===== src/hdl/arcd_pkg.sv =====
`default_nettype none
package arcd_pkg;
  localparam int unsigned IndexBits = 32;

  typedef enum logic [3:0] {
    PH_ALEN, PH_AFLAG_LO, PH_AFLAG_HI, PH_AFILL, PH_ALIT, PH_CLEN, PH_CFLAG,
    PH_CDELTA_LO, PH_CDELTA_HI, PH_CFILL, PH_CLIT, PH_DONE, PH_HALT
  } phase_e;

  typedef enum logic [1:0] {
    KIND_ALPHA = 2'd0, KIND_COLOUR = 2'd1, KIND_DONE = 2'd2, KIND_ERROR = 2'd3
  } kind_e;

  typedef enum logic [1:0] {
    ERR_NONE = 2'd0, ERR_RESERVED = 2'd1, ERR_TRUNC = 2'd2
  } err_e;

  // Action handed from the parser to the writer.
  typedef enum logic [2:0] {
    OP_NONE, OP_AFILL, OP_ALIT, OP_CDELTA, OP_CFILL, OP_CLIT, OP_CSTART, OP_RESTART
  } op_e;

  typedef struct packed {
    op_e         op;
    logic [15:0] value;   // alpha byte, delta word, or blue/green
    logic [7:0]  red;
    logic [15:0] count;   // run length
    logic        fin;     // trailing finished/error result
    err_e        err;
  } cmd_t;

  typedef struct packed {
    kind_e       kind;
    logic [31:0] first;
    logic [15:0] run;
    logic [7:0]  alpha;
    logic [23:0] colour;
    err_e        err;
  } res_t;
endpackage
`default_nettype wire


===== src/hdl/arcd_front.sv =====
`default_nettype none
module arcd_front (
  input  wire logic         clk_i,
  input  wire logic         rst_ni,
  input  wire logic         valid_i,
  output logic              ready_o,
  input  wire logic [7:0]   byte_i,
  input  wire logic         start_i,
  output logic              cmd_valid_o,
  input  wire logic         cmd_ready_i,
  output arcd_pkg::cmd_t    cmd_o
);
  import arcd_pkg::*;

  phase_e      ph_q, ph_d;
  logic [31:0] left_q, left_d;
  logic [1:0]  idx_q, idx_d;
  logic [14:0] cnt_q, cnt_d;
  logic [15:0] held_q, held_d;
  cmd_t        cmd_q, cmd_d;
  logic        cv_q, cv_d;

  phase_e      ph;
  logic [31:0] left, lnew;
  logic [1:0]  idx;
  logic [14:0] cnt;
  cmd_t        c;
  logic [15:0] flag;

  assign ready_o     = !cv_q || cmd_ready_i;
  assign cmd_valid_o = cv_q;
  assign cmd_o       = cmd_q;

  always_comb begin
    ph = ph_q; left = left_q; idx = idx_q; cnt = cnt_q;
    if (start_i) begin
      ph = PH_ALEN; left = '0; idx = '0; cnt = '0;
    end
    ph_d = ph; left_d = left; idx_d = idx; cnt_d = cnt; held_d = held_q;
    c = '0; c.op = OP_NONE; c.err = ERR_NONE;
    // new image: back end clears its pixel counters and colour
    if (start_i) c.op = OP_RESTART;
    flag = {byte_i, held_q[7:0]};
    lnew = '0;
    if (ph == PH_DONE || ph == PH_HALT) begin
      ph_d = ph;
    end else if (ph == PH_ALEN || ph == PH_CLEN) begin
      lnew = (idx == 2'd0) ? 32'd0 : left;
      lnew = lnew | ({24'd0, byte_i} << {idx, 3'b000});
      left_d = lnew;
      if (idx != 2'd3) begin
        idx_d = idx + 2'd1;
      end else begin
        idx_d = '0;
        if (ph == PH_ALEN) begin
          ph_d = (lnew != 0) ? PH_AFLAG_LO : PH_CLEN;
        end else begin
          c.op = OP_CSTART;
          if (lnew != 0) ph_d = PH_CFLAG;
          else begin
            c.fin = 1'b1; ph_d = PH_DONE;
          end
        end
      end
    end else begin
      left_d = left - 32'd1;
      unique case (ph)
        PH_AFLAG_LO: begin
          held_d = {8'd0, byte_i}; ph_d = PH_AFLAG_HI;
        end
        PH_AFLAG_HI: begin
          cnt_d = flag[14:0];
          if (flag[15]) ph_d = PH_AFILL;
          else ph_d = (flag[14:0] != 0) ? PH_ALIT : PH_AFLAG_LO;
        end
        PH_AFILL: begin
          c.op = OP_AFILL; c.value = {8'd0, ~byte_i};
          c.count = {1'b0, cnt} + 16'd1;
          cnt_d = '0; ph_d = PH_AFLAG_LO;
        end
        PH_ALIT: begin
          c.op = OP_ALIT; c.value = {8'd0, ~byte_i}; c.count = 16'd1;
          cnt_d = cnt - 15'd1;
          if (cnt_d == 0) ph_d = PH_AFLAG_LO;
        end
        PH_CFLAG: begin
          idx_d = '0;
          unique case (byte_i[7:6])
            2'b10: begin
              cnt_d = {9'd0, byte_i[5:0]};
              ph_d = (byte_i[5:0] != 0) ? PH_CDELTA_LO : PH_CFLAG;
            end
            2'b01: begin
              cnt_d = {9'd0, byte_i[5:0]} + 15'd1; ph_d = PH_CFILL;
            end
            2'b00: begin
              cnt_d = {7'd0, byte_i};
              ph_d = (byte_i != 0) ? PH_CLIT : PH_CFLAG;
            end
            default: begin
              c.fin = 1'b1; c.err = ERR_RESERVED; ph_d = PH_HALT;
            end
          endcase
        end
        PH_CDELTA_LO: begin
          held_d = {8'd0, byte_i}; ph_d = PH_CDELTA_HI;
        end
        PH_CDELTA_HI: begin
          c.op = OP_CDELTA; c.value = flag; c.count = 16'd1;
          cnt_d = cnt - 15'd1;
          ph_d = (cnt_d != 0) ? PH_CDELTA_LO : PH_CFLAG;
        end
        PH_CFILL, PH_CLIT: begin
          if (idx == 2'd0) begin
            held_d = {8'd0, byte_i}; idx_d = 2'd1;
          end else if (idx == 2'd1) begin
            held_d = {byte_i, held_q[7:0]}; idx_d = 2'd2;
          end else begin
            idx_d = '0; c.value = held_q; c.red = byte_i;
            if (ph == PH_CFILL) begin
              c.op = OP_CFILL; c.count = {1'b0, cnt}; cnt_d = '0; ph_d = PH_CFLAG;
            end else begin
              c.op = OP_CLIT; c.count = 16'd1; cnt_d = cnt - 15'd1;
              ph_d = (cnt_d != 0) ? PH_CLIT : PH_CFLAG;
            end
          end
        end
        default: ph_d = ph;
      endcase
      if (ph_d != PH_HALT && left_d == 0) begin
        if (ph_d == PH_AFLAG_LO || ph_d == PH_ALIT) begin
          cnt_d = '0; idx_d = '0; ph_d = PH_CLEN;
        end else if (ph_d == PH_CFLAG) begin
          c.fin = 1'b1; ph_d = PH_DONE;
        end else begin
          c.fin = 1'b1; c.err = ERR_TRUNC; ph_d = PH_HALT;
        end
      end
    end
    cmd_d = c;
    cv_d  = (c.op != OP_NONE) || c.fin;
  end

  always_ff @(posedge clk_i or negedge rst_ni) begin
    if (!rst_ni) begin
      ph_q <= PH_ALEN; left_q <= '0; idx_q <= '0; cnt_q <= '0; held_q <= '0;
      cv_q <= 1'b0;
    end else if (valid_i && ready_o) begin
      ph_q <= ph_d; left_q <= left_d; idx_q <= idx_d; cnt_q <= cnt_d;
      held_q <= held_d; cv_q <= cv_d;
    end else if (cmd_ready_i) begin
      cv_q <= 1'b0;
    end
  end

  always_ff @(posedge clk_i) begin
    if (valid_i && ready_o) cmd_q <= cmd_d;
  end
endmodule
`default_nettype wire


===== src/hdl/arcd_queue.sv =====
`default_nettype none
module arcd_queue (
  input  wire logic       clk_i,
  input  wire logic       rst_ni,
  input  wire logic       in_valid_i,
  output logic            in_ready_o,
  input  arcd_pkg::cmd_t  in_i,
  output logic            out_valid_o,
  input  wire logic       out_ready_i,
  output arcd_pkg::cmd_t  out_o
);
  import arcd_pkg::*;

  cmd_t       mem_q [4];
  logic [1:0] wp_q, rp_q;
  logic [2:0] n_q;
  logic       push, pop;

  assign in_ready_o  = n_q != 3'd4;
  assign out_valid_o = n_q != 3'd0;
  assign out_o       = mem_q[rp_q];
  assign push = in_valid_i && in_ready_o;
  assign pop  = out_valid_o && out_ready_i;

  always_ff @(posedge clk_i or negedge rst_ni) begin
    if (!rst_ni) begin
      wp_q <= '0; rp_q <= '0; n_q <= '0;
    end else begin
      if (push) wp_q <= wp_q + 2'd1;
      if (pop) rp_q <= rp_q + 2'd1;
      n_q <= n_q + {2'd0, push} - {2'd0, pop};
    end
  end

  always_ff @(posedge clk_i) begin
    if (push) mem_q[wp_q] <= in_i;
  end
endmodule
`default_nettype wire


===== src/hdl/arcd_back.sv =====
`default_nettype none
module arcd_back (
  input  wire logic       clk_i,
  input  wire logic       rst_ni,
  input  wire logic       cmd_valid_i,
  output logic            cmd_ready_o,
  input  arcd_pkg::cmd_t  cmd_i,
  output logic            res_valid_o,
  input  wire logic       res_ready_i,
  output arcd_pkg::res_t  res_o
);
  import arcd_pkg::*;

  logic [IndexBits-1:0] aidx_q, aidx_d, cidx_q, cidx_d;
  logic [23:0] col_q, col_d;
  res_t        r_q, r_d;
  logic        rv_q;
  logic        second_q, second_d;   // finish word still owed for this command
  logic        has_w;
  logic [7:0]  b, g, rr;
  logic [15:0] dw;
  logic        take, emit;

  function automatic logic [7:0] chan(input logic [7:0] cv, input logic [4:0] d,
                                      input logic pos5);
    logic [7:0] m;
    m = pos5 ? {3'd0, d} : {4'd0, d[3:0]};
    return (pos5 || !d[4]) ? cv + m : cv - m;
  endfunction

  assign has_w = cmd_i.op != OP_NONE && cmd_i.op != OP_CSTART && cmd_i.op != OP_RESTART;
  assign emit  = !rv_q || res_ready_i;
  assign cmd_ready_o = emit && (second_q || !(has_w && cmd_i.fin));
  assign take  = cmd_valid_i && emit;
  assign res_valid_o = rv_q;
  assign res_o = r_q;

  always_comb begin
    aidx_d = aidx_q; cidx_d = cidx_q; col_d = col_q; second_d = second_q;
    r_d = '0; r_d.kind = KIND_DONE; r_d.err = ERR_NONE;
    dw = cmd_i.value;
    b = chan(col_q[7:0], dw[4:0], dw[15]);
    g = chan(col_q[15:8], dw[9:5], dw[15]);
    rr = chan(col_q[23:16], dw[14:10], dw[15]);
    if (second_q || !has_w) begin
      if (cmd_i.op == OP_CSTART) begin
        cidx_d = '0; col_d = '0;
      end else if (cmd_i.op == OP_RESTART) begin
        aidx_d = '0; cidx_d = '0; col_d = '0;
      end
      r_d.kind = (cmd_i.err == ERR_NONE) ? KIND_DONE : KIND_ERROR;
      r_d.err = cmd_i.err;
      second_d = 1'b0;
    end else begin
      r_d.run = cmd_i.count;
      second_d = cmd_i.fin;
      if (cmd_i.op == OP_AFILL || cmd_i.op == OP_ALIT) begin
        r_d.kind = KIND_ALPHA; r_d.first = 32'(aidx_q); r_d.alpha = cmd_i.value[7:0];
        aidx_d = aidx_q + IndexBits'(cmd_i.count);
      end else begin
        r_d.kind = KIND_COLOUR; r_d.first = 32'(cidx_q);
        if (cmd_i.op == OP_CDELTA) col_d = {rr, g, b};
        else col_d = {cmd_i.red, cmd_i.value};
        r_d.colour = col_d;
        cidx_d = cidx_q + IndexBits'(cmd_i.count);
      end
    end
  end

  always_ff @(posedge clk_i or negedge rst_ni) begin
    if (!rst_ni) begin
      aidx_q <= '0; cidx_q <= '0; col_q <= '0; rv_q <= 1'b0; second_q <= 1'b0;
    end else if (take) begin
      aidx_q <= aidx_d; cidx_q <= cidx_d; col_q <= col_d; second_q <= second_d;
      rv_q <= has_w || cmd_i.fin || second_q;
      // a bare colour-section start emits nothing
      if (!second_q && cmd_i.op == OP_CSTART && !cmd_i.fin) rv_q <= 1'b0;
    end else if (res_ready_i) begin
      rv_q <= 1'b0;
    end
  end

  always_ff @(posedge clk_i) begin
    if (take) r_q <= r_d;
  end
endmodule
`default_nettype wire


===== src/hdl/alpha_rle_and_colour_delta_decoder_top.sv =====
`default_nettype none
// Alpha run-length / colour delta image decoder.
// Input channel: one compressed byte per word (data_byte_i), with
// stream_start_i marking the first byte of a new image; accepted when
// in_valid_i and in_ready_o are both high.
// Output channel: one pixel-run write, finish or error per word, accepted
// when out_valid_o and out_ready_i are both high.
// Throughput: one input byte per clock while no stage stalls; a byte that yields
// both a write and a finish/error costs the back end a second result word.
// A byte reaches the output through the parser register, the 4-entry
// command queue and the result register.
// The parser front end tracks section lengths and tokens; the back end
// holds the pixel counters and last colour and forms results.
// Reset clears parser, queue and counters; the decoder then awaits the
// alpha section length. When the receiver stalls, the result register
// holds, the queue fills, then in_ready_o drops; no word is lost.
module alpha_rle_and_colour_delta_decoder_top (
  input  wire logic        clk_i,
  input  wire logic        rst_ni,
  input  wire logic        in_valid_i,
  output logic             in_ready_o,
  input  wire logic [7:0]  data_byte_i,
  input  wire logic        stream_start_i,
  output logic             out_valid_o,
  input  wire logic        out_ready_i,
  output logic [1:0]       result_kind_o,
  output logic [31:0]      first_pixel_o,
  output logic [15:0]      run_length_o,
  output logic [7:0]       alpha_value_o,
  output logic [7:0]       blue_o,
  output logic [7:0]       green_o,
  output logic [7:0]       red_o,
  output logic [1:0]       error_code_o
);
  import arcd_pkg::*;

  cmd_t f_cmd, q_cmd;
  logic f_v, f_r, q_v, q_r;
  res_t res;

  arcd_front u_front (
    .clk_i, .rst_ni, .valid_i(in_valid_i), .ready_o(in_ready_o),
    .byte_i(data_byte_i), .start_i(stream_start_i),
    .cmd_valid_o(f_v), .cmd_ready_i(f_r), .cmd_o(f_cmd)
  );

  arcd_queue u_queue (
    .clk_i, .rst_ni, .in_valid_i(f_v), .in_ready_o(f_r), .in_i(f_cmd),
    .out_valid_o(q_v), .out_ready_i(q_r), .out_o(q_cmd)
  );

  arcd_back u_back (
    .clk_i, .rst_ni, .cmd_valid_i(q_v), .cmd_ready_o(q_r), .cmd_i(q_cmd),
    .res_valid_o(out_valid_o), .res_ready_i(out_ready_i), .res_o(res)
  );

  assign result_kind_o = res.kind;
  assign first_pixel_o = res.first;
  assign run_length_o  = res.run;
  assign alpha_value_o = res.alpha;
  assign blue_o        = res.colour[7:0];
  assign green_o       = res.colour[15:8];
  assign red_o         = res.colour[23:16];
  assign error_code_o  = res.err;
endmodule
`default_nettype wire

===== config.mk =====
export PLATFORM = sky130hd
export DESIGN_NAME = alpha_rle_and_colour_delta_decoder_top
export DESIGN_NICKNAME = d
export VERILOG_FILES = /design/src/hdl/arcd_pkg.sv /design/src/hdl/arcd_front.sv /design/src/hdl/arcd_queue.sv /design/src/hdl/arcd_back.sv /design/src/hdl/alpha_rle_and_colour_delta_decoder_top.sv
export SDC_FILE = /design/constraint.sdc
export NUM_CORES = 1
export LEC_CHECK = 0
export BUFFER_PORTS_ARGS = -buffer_cell sky130_fd_sc_hd__buf_2
export CORE_MARGIN = 5
export CORE_UTILIZATION = 38
export CTS_CLUSTER_DIAMETER = 150
export DETAILED_ROUTE_END_ITERATION = 10
export GPL_TIMING_DRIVEN = 0
export MAX_ROUTING_LAYER = met4
export SLEW_MARGIN = 5
export SYNTH_ARGS = -nofsm -noshare
export SYNTH_HDL_FRONTEND = slang
export SYNTH_SLANG_ARGS = --single-unit

===== constraint.sdc =====
create_clock -name clk_i -period 12.5 [get_ports clk_i]
set_input_delay 2.5 -clock clk_i [delete_from_list [all_inputs] [get_ports clk_i]]
set_output_delay 2.5 -clock clk_i [all_outputs]
set_load 0.05 [all_outputs]

==> metrics <==
status finished, final reports clean; fraction of registers with async set/reset 0.347; CP Launch Type input port; post-route minimum period 9.26 ns; Fmax 108 MHz; Filler cells 6134; Final period util 0.741; R2R Path End u_back.aidx_q[23]; clock sinks 481; critical path, cell by cell buf_2, clkbuf_1, clkbuf_1, clkbuf_1, clkbuf_1, buf_1, nor2b_1, clkbuf_1, inv_1, ha_1, clkbuf_1, a31oi_1, a311oi_1, nor4b_1, and3_1, nor3_1, a211oi_1, nor2b_1, a2bb2oi_1, o21ai_0, nor2b_1; Reg-to-Reg Start u_queue.rp_q[0]; Core Rows 93; crit path kind input port to register; commonest non-fill, non-tap cells in the layout 314 x edfxtp_1, 217 x nand2_1, 193 x nor2_1; footprint of the multi-input gates 10400 um2; routed wire length 72200 um; Post-Syn Instances 2208; Pwr Total 0.00829 W; port bufs 95; Die Y 265 um; CP max stage cell a211oi_1; Yosys reg bits 481; CP Data Arrival Time 9.59 ns; io pins 99; Synth Flop Type edfxtp_1; Ys Warns 0; RSZ-0062 raised after global routing false; DR vias roughly 19000; H-tree levels 2; WHS about 0.48 ns; worst reg-to-reg setup slack 5.06 ns; final number of setup-violating endpoints 0; root buffer cell clkbuf_16; Worst Hold Class register to register; ant diodes 0; setup TNS 0 ns; Core ar. 64500 um2; register area share after synthesis 0.551; PwrDens 293 nW/um2; worst hold path depth 0; worst path buffer plus inverter count 9; remaining global-route overflow 0; Slew HR 0.0643; Hold Path Origin u_front.cmd_o[38]; most common cell after layout, fill and taps aside edfxtp_1; Netlist cell types 78; CTS resizes 0; Routed Antenna Nets 0; hpwl dp 51600 um; endpoints failing hold 0; total track usage 0.206; wire per inst about 22 um; die area 70200 um2; layout cells sized above 1 0.123; clock skew 0.0303 ns; number of CTS-inserted buffers 53; most frequent CP cell clkbuf_1; Post-CTS Setup Bufs 0; quantity of hold-fixing buffers added after cts 0; slack of the critical path 3.24 ns; chip width 265 um; Hold EP u_queue.mem_q[3][38]; Final nets 2459; slowest cell delay on critical path between 0.6 and 0.7 ns; Initial Util 0.383; CP top delay family buffers and inverters; dpl ws 2.84 ns; Synth Net Count approximately 2300; CTS tree yes; clock tree buffer depth 3; Via-to-Cell Ratio approximately 5.7; Data required, critical path 12.83 ns; critical path endpoint category register; P_leak 11.0 nW; Final Max Slew Viols 0; Area growth, synth to finish 14.6%; CTS clk-pin slew, worst paths approximately 0.060 ns; Routability Congestion just over 0.9; clock latency on the worst-skew pair 0.62 ns; cells on worst reg2reg path 17; sequential cell area 13600 um2; maxcap violations 0; worst vdd ir between 0.1 and 0.15 mV; DR pass1 iterations 8; number of synthesized flops with an enable pin 314; Initial DRC Count 1662; Syn Std Cell Area 24700 um2; first-pass GRT wire length 111000 um; Worst-Margin Slew 1.39 ns; CP Max Fanout 10; initial antenna violation count 0; DRC 0; number of global-route vias before repair between 15000 and 20000; largest net degree at the start of global routing roughly 100; syn avg cell area 11.2 um2
## cell type report
type / count / area share
Buffer: 131 / 0.0183
Clock buffer: 74 / 0.0548
Clock inverter: 26 / 0.0116
Inverter: 55 / 0.00738
Multi-Input combinational cell: 1541 / 0.367
Sequential cell: 481 / 0.481
Tap cell: 855 / 0.0378
Timing Repair Buffer: 102 / 0.0226
## synthesized netlist by cell type, types with 30 or more instances
| master | number | share of area |
|---|---|---|
| nand3_1 | 39 | 0.0079 |
| mux4_2 | 45 | 0.041 |
| inv_1 | 54 | 0.0082 |
| clkbuf_1 | 108 | 0.016 |
| dfrtp_1 | 167 | 0.17 |
| edfxtp_1 | 314 | 0.38 |
| nor2b_1 | 35 | 0.0089 |
| a22o_1 | 79 | 0.028 |
| nor3_1 | 55 | 0.011 |
| o21ai_0 | 150 | 0.030 |
| nand2_1 | 217 | 0.033 |
| xnor2_1 | 59 | 0.021 |
| nor4_1 | 30 | 0.0076 |
| a21oi_1 | 137 | 0.028 |
| xor2_1 | 40 | 0.014 |
| nor2_1 | 193 | 0.029 |
| and3_1 | 30 | 0.0076 |
| ha_1 | 75 | 0.038 |
## where the power goes
part / internal (W) / total, W / switching [W] / leakage [nW]
combinational: 0.00136 / 0.00409 / 0.00274 / 4.79
sequential: 0.00227 / 0.00254 / 0.000267 / 5.24
clock: 0.000981 / 0.00166 / 0.000676 / 0.921
## worst max-delay path by stage
stage / start / to / slack [ns] / cells past startpoint
6_report: stream_start_i / u_front.cmd_o[1] / 3.24 / 21
5_1_grt: stream_start_i / u_front.cmd_o[1] / 3.04 / 21
4_1_cts: stream_start_i / u_front.cmd_o[1] / 3.50 / 21
3_5_place_dp: stream_start_i / u_front.cmd_o[1] / 2.84 / 21
3_3_place_gp: stream_start_i / u_front.cmd_o[2] / 2.95 / 21
2_1_floorplan: stream_start_i / u_front.cnt_q[11] / 5.43 / 20
## cells by family (layout without fill, tap and decap cells)
kind of cell,Yosys count,count (layout),synth area share
AOI/OAI and AO/OA,564,564,0.148
xor gates and xnor gates,99,99,0.0351
adders and majority gates,81,81,0.0428
buffers and inverters,186,388,0.0293
DFF,481,481,0.551
muxes,68,68,0.0511
and+or+nand+nor,729,729,0.143
## routing by layer
layer | wire length [um] | global-route usage | vias to the layer above
met5 | 0 | - | -
li1 | - | - | 8543
met1 | 31700 | 0.281 | 9160
met2 | 33800 | 0.325 | 712
met4 | 2280 | 0.0589 | 0
met3 | 4440 | 0.0323 | 158
## state kept, by name, summed over array words and instances, names as in the netlist
| register | count |
|---|---|
| u_back.cidx_q | 32 |
| u_front.cmd_o | 46 |
| u_queue.wp_q | 2 |
| u_front.ph_q | 4 |
| u_back.res_valid_o | 1 |
| u_front.held_q | 16 |
| u_front.cmd_valid_o | 1 |
| u_front.idx_q | 2 |
| u_front.left_q | 32 |
| u_queue.n_q | 3 |
| u_queue.mem_q | 184 |
| u_queue.rp_q | 2 |
| u_back.col_q | 24 |
| u_back.aidx_q | 32 |
| u_front.cnt_q | 15 |
| u_back.second_q | 1 |
| u_back.res_o | 84 |
## metrics by stage
stage                     instances  cell area [um2]  utilization
final                          3265            28300        0.439
after global routing           3265            28300        0.439
after CTS                      3265            28300        0.439
after detailed placement       3165            26400        0.410
after global placement         3158            26300        0.407
after floorplan                2208            24700            -
Power figures use the tool's default switching activity.
